File: config.mk
export PLATFORM = sky130hd
export DESIGN_NAME = console_line_discipline_top
export DESIGN_NICKNAME = d
export VERILOG_FILES = /design/src/design/cld_pkg.sv /design/src/design/cld_front.sv /design/src/design/cld_queue.sv /design/src/design/cld_back.sv /design/src/design/console_line_discipline_top.sv
export SDC_FILE = /design/constraint.sdc
export NUM_CORES = 2
export LEC_CHECK = 0
export BUFFER_PORTS_ARGS = -buffer_cell sky130_fd_sc_hd__buf_2
export CORE_MARGIN = 2
export CORE_UTILIZATION = 34
export DETAILED_ROUTE_END_ITERATION = 12
export PLACE_DENSITY = 0.49
export RECOVER_POWER = 50
export SLEW_MARGIN = 20
export SYNTH_ARGS = -nofsm -noshare
export SYNTH_HDL_FRONTEND = slang
export SYNTH_HIERARCHICAL = 1
export SYNTH_SLANG_ARGS = --single-unit
export TNS_END_PERCENT = 20
File: constraint.sdc
create_clock -name clk -period 6.14 [get_ports clk]
set_clock_uncertainty 0.15 [all_clocks]
set_input_delay 0.307 -clock clk [delete_from_list [all_inputs] [get_ports clk]]
set_output_delay 0.307 -clock clk [all_outputs]
set_load 0.01 [all_outputs]
File: src/design/cld_pkg.sv
// ----------------------------------------------------------------------------
// cld_pkg
// shared types, codes and constants of the console line discipline
// ----------------------------------------------------------------------------
package cld_pkg;

    localparam int RING_DEPTH_DEFAULT = 128;
    localparam int QUEUE_DEPTH        = 2;

    localparam logic [1:0] OP_RX   = 2'd0;
    localparam logic [1:0] OP_READ = 2'd1;
    localparam logic [1:0] OP_MODE = 2'd2;

    localparam logic [7:0] KEY_KILL = 8'h15;
    localparam logic [7:0] KEY_BS   = 8'h08;
    localparam logic [7:0] KEY_DEL  = 8'h7F;
    localparam logic [7:0] KEY_CR   = 8'h0D;
    localparam logic [7:0] KEY_LF   = 8'h0A;
    localparam logic [7:0] KEY_EOF  = 8'h04;
    localparam logic [7:0] KEY_DUMP = 8'h10;

    typedef enum logic [3:0] {
        CMD_NOP,
        CMD_DUMP,
        CMD_KILL,
        CMD_ERASE,
        CMD_NUL,
        CMD_CR,
        CMD_TERM,
        CMD_CHAR,
        CMD_READ,
        CMD_MODE
    } cmd_t;

    typedef enum logic [3:0] {
        ST_STORED  = 4'd0,
        ST_ECHOED  = 4'd1,
        ST_ERASED  = 4'd2,
        ST_DUMP    = 4'd3,
        ST_IGNORED = 4'd4,
        ST_DATA    = 4'd5,
        ST_EMPTY   = 4'd6,
        ST_EOF     = 4'd7,
        ST_EOF_KEPT = 4'd8,
        ST_MODE_OK = 4'd9,
        ST_REFUSED = 4'd10
    } status_t;

    typedef struct packed {
        cmd_t       cmd;
        logic [7:0] data;
        logic       first;
        logic       mode_req;
    } item_t;

    typedef struct packed {
        logic  valid;
        item_t item;
    } push_t;

    typedef struct packed {
        logic empty;
        logic full;
    } qstat_t;

endpackage

File: src/design/cld_front.sv
// ----------------------------------------------------------------------------
// cld_front
// takes commands, sorts received bytes into classes and queues them
// ----------------------------------------------------------------------------
module cld_front
(
    input  logic              clk,
    input  logic              rst_n,
    input  logic              start,
    input  logic              busy,
    input  logic [1:0]        op,
    input  logic [7:0]        rx_byte,
    input  logic              first_of_read,
    input  logic              mode_req,
    input  cld_pkg::qstat_t   qstat,
    output cld_pkg::push_t    push,
    output logic              pending
);

    logic           pending_reg;
    logic           pending_next;
    cld_pkg::item_t item_reg;
    cld_pkg::item_t item_next;
    logic           accept;

    function automatic cld_pkg::cmd_t classify(logic [1:0] o, logic [7:0] b);
        cld_pkg::cmd_t c;
        c = cld_pkg::CMD_NOP;
        case (o)
            cld_pkg::OP_RX:
            begin
                if (b == cld_pkg::KEY_DUMP)
                    c = cld_pkg::CMD_DUMP;
                else if (b == cld_pkg::KEY_KILL)
                    c = cld_pkg::CMD_KILL;
                else if (b == cld_pkg::KEY_BS || b == cld_pkg::KEY_DEL)
                    c = cld_pkg::CMD_ERASE;
                else if (b == 8'h00)
                    c = cld_pkg::CMD_NUL;
                else if (b == cld_pkg::KEY_CR)
                    c = cld_pkg::CMD_CR;
                else if (b == cld_pkg::KEY_LF || b == cld_pkg::KEY_EOF)
                    c = cld_pkg::CMD_TERM;
                else
                    c = cld_pkg::CMD_CHAR;
            end
            cld_pkg::OP_READ: c = cld_pkg::CMD_READ;
            cld_pkg::OP_MODE: c = cld_pkg::CMD_MODE;
            default:          c = cld_pkg::CMD_NOP;
        endcase
        return c;
    endfunction

    assign accept = start && !busy;

    always_comb
    begin
        item_next          = item_reg;
        pending_next       = pending_reg;
        if (accept)
        begin
            item_next.cmd      = classify(op, rx_byte);
            item_next.data     = rx_byte;
            item_next.first    = first_of_read;
            item_next.mode_req = mode_req;
            pending_next       = 1'b1;
        end
        else if (pending_reg && !qstat.full)
        begin
            pending_next = 1'b0;
        end
    end

    always_ff @(posedge clk or negedge rst_n)
    begin
        if (!rst_n)
            pending_reg <= 1'b0;
        else
            pending_reg <= pending_next;
    end

    always_ff @(posedge clk)
    begin
        item_reg <= item_next;
    end

    assign push.valid = pending_reg && !qstat.full;
    assign push.item  = item_reg;
    assign pending    = pending_reg;

endmodule

File: src/design/cld_queue.sv
// ----------------------------------------------------------------------------
// cld_queue
// short fifo of classified commands between front and back
// ----------------------------------------------------------------------------
module cld_queue
(
    input  logic            clk,
    input  logic            rst_n,
    input  cld_pkg::push_t  push,
    input  logic            pop,
    output cld_pkg::item_t  head,
    output cld_pkg::qstat_t qstat
);

    localparam int PTRW = (cld_pkg::QUEUE_DEPTH > 1) ? $clog2(cld_pkg::QUEUE_DEPTH) : 1;
    localparam int CNTW = $clog2(cld_pkg::QUEUE_DEPTH + 1);
    localparam logic [PTRW-1:0] LAST = PTRW'(cld_pkg::QUEUE_DEPTH - 1);
    localparam logic [CNTW-1:0] FULL_COUNT = CNTW'(cld_pkg::QUEUE_DEPTH);

    cld_pkg::item_t  entry_reg [cld_pkg::QUEUE_DEPTH];
    logic [PTRW-1:0] wr_ptr_reg;
    logic [PTRW-1:0] wr_ptr_next;
    logic [PTRW-1:0] rd_ptr_reg;
    logic [PTRW-1:0] rd_ptr_next;
    logic [CNTW-1:0] count_reg;
    logic [CNTW-1:0] count_next;
    logic            do_push;
    logic            do_pop;

    assign do_push = push.valid && (count_reg != FULL_COUNT);
    assign do_pop  = pop && (count_reg != '0);

    always_comb
    begin
        wr_ptr_next = wr_ptr_reg;
        rd_ptr_next = rd_ptr_reg;
        count_next  = count_reg;
        if (do_push)
            wr_ptr_next = (wr_ptr_reg == LAST) ? '0 : wr_ptr_reg + 1'b1;
        if (do_pop)
            rd_ptr_next = (rd_ptr_reg == LAST) ? '0 : rd_ptr_reg + 1'b1;
        if (do_push && !do_pop)
            count_next = count_reg + 1'b1;
        else if (do_pop && !do_push)
            count_next = count_reg - 1'b1;
    end

    always_ff @(posedge clk or negedge rst_n)
    begin
        if (!rst_n)
        begin
            wr_ptr_reg <= '0;
            rd_ptr_reg <= '0;
            count_reg  <= '0;
        end
        else
        begin
            wr_ptr_reg <= wr_ptr_next;
            rd_ptr_reg <= rd_ptr_next;
            count_reg  <= count_next;
        end
    end

    always_ff @(posedge clk)
    begin
        if (do_push)
            entry_reg[wr_ptr_reg] <= push.item;
    end

    assign head        = entry_reg[rd_ptr_reg];
    assign qstat.empty = (count_reg == '0);
    assign qstat.full  = (count_reg == FULL_COUNT);

endmodule

File: src/design/cld_back.sv
// ----------------------------------------------------------------------------
// cld_back
// ring store, indices and mode; carries out one queued command at a time
// ----------------------------------------------------------------------------
module cld_back
#(
    parameter int RING_DEPTH = cld_pkg::RING_DEPTH_DEFAULT
)
(
    input  logic           clk,
    input  logic           rst_n,
    input  cld_pkg::item_t head,
    input  logic           q_empty,
    output logic           pop,
    output logic           back_busy,
    output logic           result_valid,
    output logic [3:0]     status,
    output logic [7:0]     echo_byte,
    output logic [7:0]     erase_count,
    output logic [7:0]     read_byte,
    output logic           read_done,
    output logic           wake_reader
);

    localparam int SLOTW = (RING_DEPTH > 1) ? $clog2(RING_DEPTH) : 1;
    localparam logic [SLOTW-1:0] LAST_SLOT = SLOTW'(RING_DEPTH - 1);

    // index runs modulo twice the depth: wrap flag plus slot
    typedef struct packed {
        logic             wrap;
        logic [SLOTW-1:0] slot;
    } idx_t;

    typedef enum logic [1:0] {
        B_IDLE,
        B_READ_WAIT,
        B_KILL_CHK
    } bstate_t;

    function automatic idx_t idx_inc(idx_t i);
        idx_t r;
        r = i;
        if (i.slot == LAST_SLOT)
        begin
            r.slot = '0;
            r.wrap = ~i.wrap;
        end
        else
            r.slot = i.slot + 1'b1;
        return r;
    endfunction

    function automatic idx_t idx_dec(idx_t i);
        idx_t r;
        r = i;
        if (i.slot == '0)
        begin
            r.slot = LAST_SLOT;
            r.wrap = ~i.wrap;
        end
        else
            r.slot = i.slot - 1'b1;
        return r;
    endfunction

    function automatic logic ring_full(idx_t e, idx_t r);
        return (e.wrap != r.wrap) && (e.slot == r.slot);
    endfunction

    logic [7:0]       ring_mem [RING_DEPTH];
    logic [7:0]       rd_data_reg;
    logic             mem_wr_en;
    logic [SLOTW-1:0] mem_wr_addr;
    logic [7:0]       mem_wr_data;
    logic             mem_rd_en;
    logic [SLOTW-1:0] mem_rd_addr;

    bstate_t          state_reg, state_next;
    idx_t             read_reg, read_next;
    idx_t             commit_reg, commit_next;
    idx_t             edit_reg, edit_next;
    logic             raw_reg, raw_next;
    logic             first_reg, first_next;
    logic [7:0]       erase_reg, erase_next;
    logic             valid_reg, valid_next;
    cld_pkg::status_t status_reg, status_next;
    logic [7:0]       echo_reg, echo_next;
    logic [7:0]       erase_out_reg, erase_out_next;
    logic [7:0]       rbyte_reg, rbyte_next;
    logic             done_reg, done_next;
    logic             wake_reg, wake_next;

    logic             byte_cmd;
    idx_t             edit_inc;
    idx_t             edit_dec;
    idx_t             edit_dec2;
    idx_t             read_inc;
    logic [7:0]       cooked_byte;
    logic [7:0]       erase_sat;

    assign edit_inc  = idx_inc(edit_reg);
    assign edit_dec  = idx_dec(edit_reg);
    assign edit_dec2 = idx_dec(edit_dec);
    assign read_inc  = idx_inc(read_reg);
    assign erase_sat = (erase_reg == 8'hFF) ? erase_reg : erase_reg + 1'b1;
    assign cooked_byte = (head.cmd == cld_pkg::CMD_CR) ? cld_pkg::KEY_LF : head.data;
    assign byte_cmd  = (head.cmd == cld_pkg::CMD_KILL) || (head.cmd == cld_pkg::CMD_ERASE)
                    || (head.cmd == cld_pkg::CMD_CR) || (head.cmd == cld_pkg::CMD_TERM)
                    || (head.cmd == cld_pkg::CMD_CHAR);

    always_comb
    begin
        state_next     = state_reg;
        read_next      = read_reg;
        commit_next    = commit_reg;
        edit_next      = edit_reg;
        raw_next       = raw_reg;
        first_next     = first_reg;
        erase_next     = erase_reg;
        valid_next     = 1'b0;
        status_next    = cld_pkg::ST_IGNORED;
        echo_next      = 8'h00;
        erase_out_next = 8'h00;
        rbyte_next     = 8'h00;
        done_next      = 1'b0;
        wake_next      = 1'b0;
        pop            = 1'b0;
        mem_wr_en      = 1'b0;
        mem_wr_addr    = edit_reg.slot;
        mem_wr_data    = head.data;
        mem_rd_en      = 1'b0;
        mem_rd_addr    = read_reg.slot;

        case (state_reg)
            B_IDLE:
            begin
                if (!q_empty)
                begin
                    pop        = 1'b1;
                    valid_next = 1'b1;
                    if (raw_reg && byte_cmd)
                    begin
                        if (!ring_full(edit_reg, read_reg))
                        begin
                            mem_wr_en   = 1'b1;
                            edit_next   = edit_inc;
                            commit_next = edit_inc;
                            status_next = cld_pkg::ST_STORED;
                            wake_next   = 1'b1;
                        end
                    end
                    else
                    begin
                        case (head.cmd)
                            cld_pkg::CMD_DUMP: status_next = cld_pkg::ST_DUMP;
                            cld_pkg::CMD_KILL:
                            begin
                                status_next = cld_pkg::ST_ERASED;
                                if (edit_reg != commit_reg)
                                begin
                                    // walk back one entry per cycle
                                    valid_next  = 1'b0;
                                    mem_rd_en   = 1'b1;
                                    mem_rd_addr = edit_dec.slot;
                                    erase_next  = 8'h00;
                                    state_next  = B_KILL_CHK;
                                end
                            end
                            cld_pkg::CMD_ERASE:
                            begin
                                status_next = cld_pkg::ST_ERASED;
                                if (edit_reg != commit_reg)
                                begin
                                    edit_next      = edit_dec;
                                    erase_out_next = 8'h01;
                                end
                            end
                            cld_pkg::CMD_CR, cld_pkg::CMD_TERM, cld_pkg::CMD_CHAR:
                            begin
                                if (!ring_full(edit_reg, read_reg))
                                begin
                                    mem_wr_en   = 1'b1;
                                    mem_wr_data = cooked_byte;
                                    edit_next   = edit_inc;
                                    echo_next   = cooked_byte;
                                    status_next = cld_pkg::ST_ECHOED;
                                    if (head.cmd != cld_pkg::CMD_CHAR
                                        || ring_full(edit_inc, read_reg))
                                    begin
                                        commit_next = edit_inc;
                                        wake_next   = 1'b1;
                                    end
                                end
                            end
                            cld_pkg::CMD_READ:
                            begin
                                if (read_reg == commit_reg)
                                    status_next = cld_pkg::ST_EMPTY;
                                else
                                begin
                                    valid_next  = 1'b0;
                                    mem_rd_en   = 1'b1;
                                    mem_rd_addr = read_reg.slot;
                                    first_next  = head.first;
                                    state_next  = B_READ_WAIT;
                                end
                            end
                            cld_pkg::CMD_MODE:
                            begin
                                status_next = cld_pkg::ST_MODE_OK;
                                if (head.mode_req)
                                begin
                                    if (!raw_reg)
                                    begin
                                        if (read_reg != commit_reg || commit_reg != edit_reg)
                                            status_next = cld_pkg::ST_REFUSED;
                                        else
                                            raw_next = 1'b1;
                                    end
                                end
                                else if (raw_reg)
                                begin
                                    // back to cooked drops whatever is unread
                                    raw_next    = 1'b0;
                                    read_next   = edit_reg;
                                    commit_next = edit_reg;
                                    wake_next   = 1'b1;
                                end
                            end
                            default: status_next = cld_pkg::ST_IGNORED;
                        endcase
                    end
                end
            end

            B_READ_WAIT:
            begin
                valid_next = 1'b1;
                state_next = B_IDLE;
                if (!raw_reg && rd_data_reg == cld_pkg::KEY_EOF)
                begin
                    done_next = 1'b1;
                    if (first_reg)
                    begin
                        read_next   = read_inc;
                        status_next = cld_pkg::ST_EOF;
                    end
                    else
                        status_next = cld_pkg::ST_EOF_KEPT;
                end
                else
                begin
                    read_next   = read_inc;
                    status_next = cld_pkg::ST_DATA;
                    rbyte_next  = rd_data_reg;
                    if (raw_reg)
                        done_next = (read_inc == commit_reg);
                    else
                        done_next = (rd_data_reg == cld_pkg::KEY_LF);
                end
            end

            B_KILL_CHK:
            begin
                status_next = cld_pkg::ST_ERASED;
                if (rd_data_reg == cld_pkg::KEY_LF)
                begin
                    valid_next     = 1'b1;
                    erase_out_next = erase_reg;
                    state_next     = B_IDLE;
                end
                else
                begin
                    edit_next  = edit_dec;
                    erase_next = erase_sat;
                    if (edit_dec == commit_reg)
                    begin
                        valid_next     = 1'b1;
                        erase_out_next = erase_sat;
                        state_next     = B_IDLE;
                    end
                    else
                    begin
                        mem_rd_en   = 1'b1;
                        mem_rd_addr = edit_dec2.slot;
                    end
                end
            end

            default: state_next = B_IDLE;
        endcase
    end

    always_ff @(posedge clk or negedge rst_n)
    begin
        if (!rst_n)
        begin
            state_reg     <= B_IDLE;
            read_reg      <= '0;
            commit_reg    <= '0;
            edit_reg      <= '0;
            raw_reg       <= 1'b0;
            valid_reg     <= 1'b0;
            first_reg     <= 1'b0;
            erase_reg     <= 8'h00;
            status_reg    <= cld_pkg::ST_IGNORED;
            echo_reg      <= 8'h00;
            erase_out_reg <= 8'h00;
            rbyte_reg     <= 8'h00;
            done_reg      <= 1'b0;
            wake_reg      <= 1'b0;
        end
        else
        begin
            state_reg     <= state_next;
            read_reg      <= read_next;
            commit_reg    <= commit_next;
            edit_reg      <= edit_next;
            raw_reg       <= raw_next;
            valid_reg     <= valid_next;
            first_reg     <= first_next;
            erase_reg     <= erase_next;
            status_reg    <= status_next;
            echo_reg      <= echo_next;
            erase_out_reg <= erase_out_next;
            rbyte_reg     <= rbyte_next;
            done_reg      <= done_next;
            wake_reg      <= wake_next;
        end
    end

    always_ff @(posedge clk)
    begin
        if (mem_wr_en)
            ring_mem[mem_wr_addr] <= mem_wr_data;
        if (mem_rd_en)
            rd_data_reg <= ring_mem[mem_rd_addr];
    end

    assign back_busy    = (state_reg != B_IDLE);
    assign result_valid = valid_reg;
    assign status       = status_reg;
    assign echo_byte    = echo_reg;
    assign erase_count  = erase_out_reg;
    assign read_byte    = rbyte_reg;
    assign read_done    = done_reg;
    assign wake_reader  = wake_reg;

endmodule

File: src/design/console_line_discipline_top.sv
// ----------------------------------------------------------------------------
// console_line_discipline_top
// console input line discipline, cooked and raw modes
// ----------------------------------------------------------------------------
// A command is taken when start is high and busy is low; exactly one result
// follows, shown for one cycle with result_valid high, and it cannot be held
// off. Each command passes the front register, the queue and the back end on
// its way to the result strobe; a read of stored data also waits in B_READ_WAIT
// for the ring read. A kill-line command walks back through the current line
// one ring entry per cycle over the registered-read ring memory, so it takes
// longer the more bytes it erases. busy stays high from a start transfer until
// its result is shown. No clearing pass follows reset.
module console_line_discipline_top
#(
    parameter int RING_DEPTH = cld_pkg::RING_DEPTH_DEFAULT
)
(
    input  logic       clk,
    input  logic       rst_n,
    input  logic       start,
    output logic       busy,
    input  logic [1:0] op,
    input  logic [7:0] rx_byte,
    input  logic       first_of_read,
    input  logic       mode_req,
    output logic       result_valid,
    output logic [3:0] status,
    output logic [7:0] echo_byte,
    output logic [7:0] erase_count,
    output logic [7:0] read_byte,
    output logic       read_done,
    output logic       wake_reader
);

    cld_pkg::push_t  push;
    cld_pkg::qstat_t qstat;
    cld_pkg::item_t  head;
    logic            pop;
    logic            pending;
    logic            back_busy;

    assign busy = pending || !qstat.empty || back_busy;

    cld_front u_front
    (
        .clk           (clk),
        .rst_n         (rst_n),
        .start         (start),
        .busy          (busy),
        .op            (op),
        .rx_byte       (rx_byte),
        .first_of_read (first_of_read),
        .mode_req      (mode_req),
        .qstat         (qstat),
        .push          (push),
        .pending       (pending)
    );

    cld_queue u_queue
    (
        .clk   (clk),
        .rst_n (rst_n),
        .push  (push),
        .pop   (pop),
        .head  (head),
        .qstat (qstat)
    );

    cld_back
    #(
        .RING_DEPTH (RING_DEPTH)
    )
    u_back
    (
        .clk          (clk),
        .rst_n        (rst_n),
        .head         (head),
        .q_empty      (qstat.empty),
        .pop          (pop),
        .back_busy    (back_busy),
        .result_valid (result_valid),
        .status       (status),
        .echo_byte    (echo_byte),
        .erase_count  (erase_count),
        .read_byte    (read_byte),
        .read_done    (read_done),
        .wake_reader  (wake_reader)
    );

endmodule

==> flow_summary_export.csv <==
group,metric,value,unit
power_and_ir_drop,ir_drop,0.352,mV
sta,tightest_slew,4030,ps
sta,rsz0062_at_grt,"false",
synth,synth_edf_count,1074,
sta,max_slew_margin,-169,%
power_and_ir_drop,power.density,587,nW/um2
sta,hold_violations,0,
drt,drtIter0Drc,2906,
power_and_ir_drop,p_clk_share,23.2,%
synth,synth_nets,3649,
drt,wire_per_inst,24.3,um
clocking,cts_buffers,120,
critical_path,required,6330,ps
clocking,cts_root_buf,"clkbuf_16",
cells_and_area,largest_reg_flops,1024,
synth,synth_cell_type_count,88,
outcome,status,"finished, violations left",
synth,synth_cells,3625,
die,dieHeight,379,um
sta,setup_tns,0,ps
critical_path,critPathArrivalTime,5950,ps
die,ios,47,
outcome,failed_checks,"max-capacitance violations, max-slew violations",
synth,synth_top_cell_area_share,67.6,%
placed_design,port_buffers,46,
critical_path,critPathMaxFanout,32,
die,core_region_area,139000,um2
power_and_ir_drop,p_int,18.7,mW
die,initial_core_util,34.2,%
critical_path,crit_path_max_incr_delay,1450,ps
clocking,cts_tree,"built",
clocking,htreeDepth,3,
critical_path,rr_worst_depth,7,
drt,viasPerCell,5.31,
hold_path,hold_path_depth,2,
critical_path,cp_slowest_cell,"nor3_1",
power_and_ir_drop,pwr-share-seq,30.9,%
synth,synth.most_common_cell,"edfxtp_1",
synth,syn_avg_cell_area,13.2,um2
clocking,worstSkewPairLatency,750,ps
synth,synthArstFlopShare,6.28,%
synth,syn_area,47700,um2
placed_design,dpl_cell_area,51100,um2
critical_path,startpoint_type,"flop",
cells_and_area,fin_area,55000,um2
clocking,cts.reportedPaths.clkPinSlew,60,ps
drt,drc,0,
sta,finalCritPeriodShare,93.8,%
critical_path,critPathKind,"reg2reg",
synth,yosysSeqAreaShare,71.4,%
drt,dr.pass1.iters,6,
drt,antenna_left,0,
cells_and_area,final_nets,3787,
hold_path,hold_path_class,"in2reg",
sta,fmax,0.174,GHz
cells_and_area,fillers,13200,
placed_design,detailed_place_hpwl,87600,um
synth,synth_top_cells_by_count,"edfxtp_1, nand2_1, a21oi_1",
clocking,clock_path_buffers,3,
global_route,grt_use_total,19.3,%
global_route,grt_pass1_wl,205000,um
sta,period_needed,5760,ps
cells_and_area,drive_above_1_share,11.6,%
die,rows,137,
global_route,antenna_found_initial,1,
synth,synthFlopType,"edfxtp_1",
power_and_ir_drop,comb_power_share,45.9,%
drt,dr_total_vias,30500,
synth,synth_top_cell_by_area,"edfxtp_1",
global_route,globalRouteOverflowTotal,0,
cells_and_area,diodes,0,
placed_design,gp_congestion,0.851,
synth,ys_ff_latch,1146,
clocking,clock_sinks,1146,
power_and_ir_drop,p_leak,18.2,nW
synth,synth_area_leaders,"edfxtp_1, nand2_1, dfrtp_1",
drt,drt_wl_total,139000,um
synth,yosys_warnings,6,
cells_and_area,areaGrowthSynthToFinish,15.2,%
power_and_ir_drop,p_sw,13.6,mW
flow_run,cap_viol_max_count,8,
sta,finalSetupViolCount,0,
die,die_x,379,um
global_route,grt_max_degree,104,
sta,slew_violations,326,
die,design.die.area,143000,um2
power_and_ir_drop,switching_share,42.1,%
critical_path,worstSetupEndpointType,"flop",
global_route,grt_pass1_vias,29600,
critical_path,crit_chain,"clkbuf_1 -> xnor2_1 -> nand4_1 -> or4_1 -> nand3_1 -> clkbuf_2 -> nor3_1",
-- power groups by stage --
stage	Clock (mW)	Combinational [mW]	Sequential (mW)
5_1_grt	7.92	15.9	10.0
2_1_floorplan	0	8.85	9.98
3_3_place_gp	0	14.9	10.1
6_report	7.48	14.8	9.99
3_5_place_dp	0	14.9	10.1
4_1_cts	7.64	15.0	9.96
-- logic make-up after synthesis --
| family | after synthesis | synth area share [%] |
|---|---|---|
| XOR/XNOR | 56 | 1.03 |
| AO/OA/AOI/OAI | 554 | 7.33 |
| flip-flops | 1146 | 71.4 |
| AND/OR/NAND/NOR | 1521 | 14.3 |
| adder cells (fa/ha/maj) | 9 | 0.236 |
| buffers and inverters | 249 | 2.41 |
| multiplexers | 90 | 3.29 |
-- routing by layer --
layer	wire length [um]	track usage, %	vias to the layer above
met5	0	0	-
met4	3330	5.65	0
met3	7140	2.63	164
met2	66000	31.0	888
met1	63000	27.4	15600
li1	-	-	13900
-- final cells by class --
class / count / area (um2) / share of cell area [%]
clock buffers: 146 / 3200 / 5.83
clock inverters: 82 / 855 / 1.55
inverters: 16 / 60.1 / 0.109
multi-input cells: 2230 / 12600 / 22.9
flip-flops and latches: 1146 / 34100 / 62.0
well taps: 1876 / 2350 / 4.27
repair buffers: 249 / 1860 / 3.39
-- metrics by stage --
step | power, mW | hold WS [ps] | cells | setup WS, ps | util, %
after detailed placement | 25.1 | 285 | 5502 | 465 | 36.7
after floorplan | 18.8 | -139 | 3625 | 1180 | -
after global routing | 33.9 | 133 | 5745 | 140 | 39.4
after CTS | 32.6 | 97.2 | 5745 | 452 | 39.7
final | 32.3 | 151 | 5745 | 379 | 39.4
after global placement | 25.1 | 277 | 5502 | 513 | 36.6
-- critical path: cells and delay by family (launching register included) --
kind | cells | cell delay, ps
xor+xnor | 1 | 160
flops | 1 | 660
simple gates | 4 | 3130
buf+inv | 2 | 1180
-- path summary, 6_finish.rpt --
kind	startpoint	end	slack, ps
max	u_back/mem_wr_addr[6]$_DFFE_PN0P_	u_back/ring_mem[104][6]$_DFFE_PP_	380
max in group asynchronous	rst_n	u_back/erase_reg[4]$_DFFE_PN0P_	2180
min in group asynchronous	rst_n	u_back/echo_byte[4]$_DFF_PN0_	1390
min	first_of_read	u_front/push[1]$_DFFE_PP_	150
max reg2reg	u_back/mem_wr_addr[6]$_DFFE_PN0P_	u_back/ring_mem[104][6]$_DFFE_PP_	380
min reg2reg	u_front/push[2]$_DFFE_PP_	u_queue/entry_reg[0][2]$_DFFE_PP_	290
-- repair_timing --
item,in CTS,in global routing
setup buffers,0,0
endpoints found under the hold margin,99,0
hold buffers,15,0
gates resized for setup,0,0
-- cells in the final DEF (no fill, tap or decap), types with 9 or more instances in the layout --
| cell | n |
|---|---|
| a21boi_0 | 16 |
| a21oi_1 | 253 |
| a221oi_1 | 10 |
| a22oi_1 | 26 |
| a311oi_1 | 12 |
| a31oi_1 | 61 |
| a32oi_1 | 25 |
| and2_0 | 13 |
| and3_1 | 31 |
| buf_12 | 24 |
| buf_4 | 116 |
| bufinv_16 | 16 |
| clkbuf_1 | 105 |
| clkbuf_16 | 123 |
| clkinv_1 | 26 |
| clkinv_2 | 28 |
| dfrtp_1 | 71 |
| dlygate4sd3_1 | 15 |
| edfxtp_1 | 1074 |
| ha_1 | 9 |
| inv_1 | 16 |
| mux2_4 | 9 |
| mux2i_1 | 22 |
| mux4_2 | 49 |
| nand2_1 | 770 |
| nand2b_1 | 18 |
| nand3_1 | 245 |
| nand4_1 | 43 |
| nor2_1 | 185 |
| nor2b_1 | 10 |
| nor3_1 | 94 |
| nor4_1 | 38 |
| o211ai_1 | 10 |
| o21ai_0 | 45 |
| o22ai_1 | 26 |
| o31ai_1 | 10 |
| xnor2_1 | 39 |
| xor2_1 | 17 |
Power figures use the tool's default switching activity.
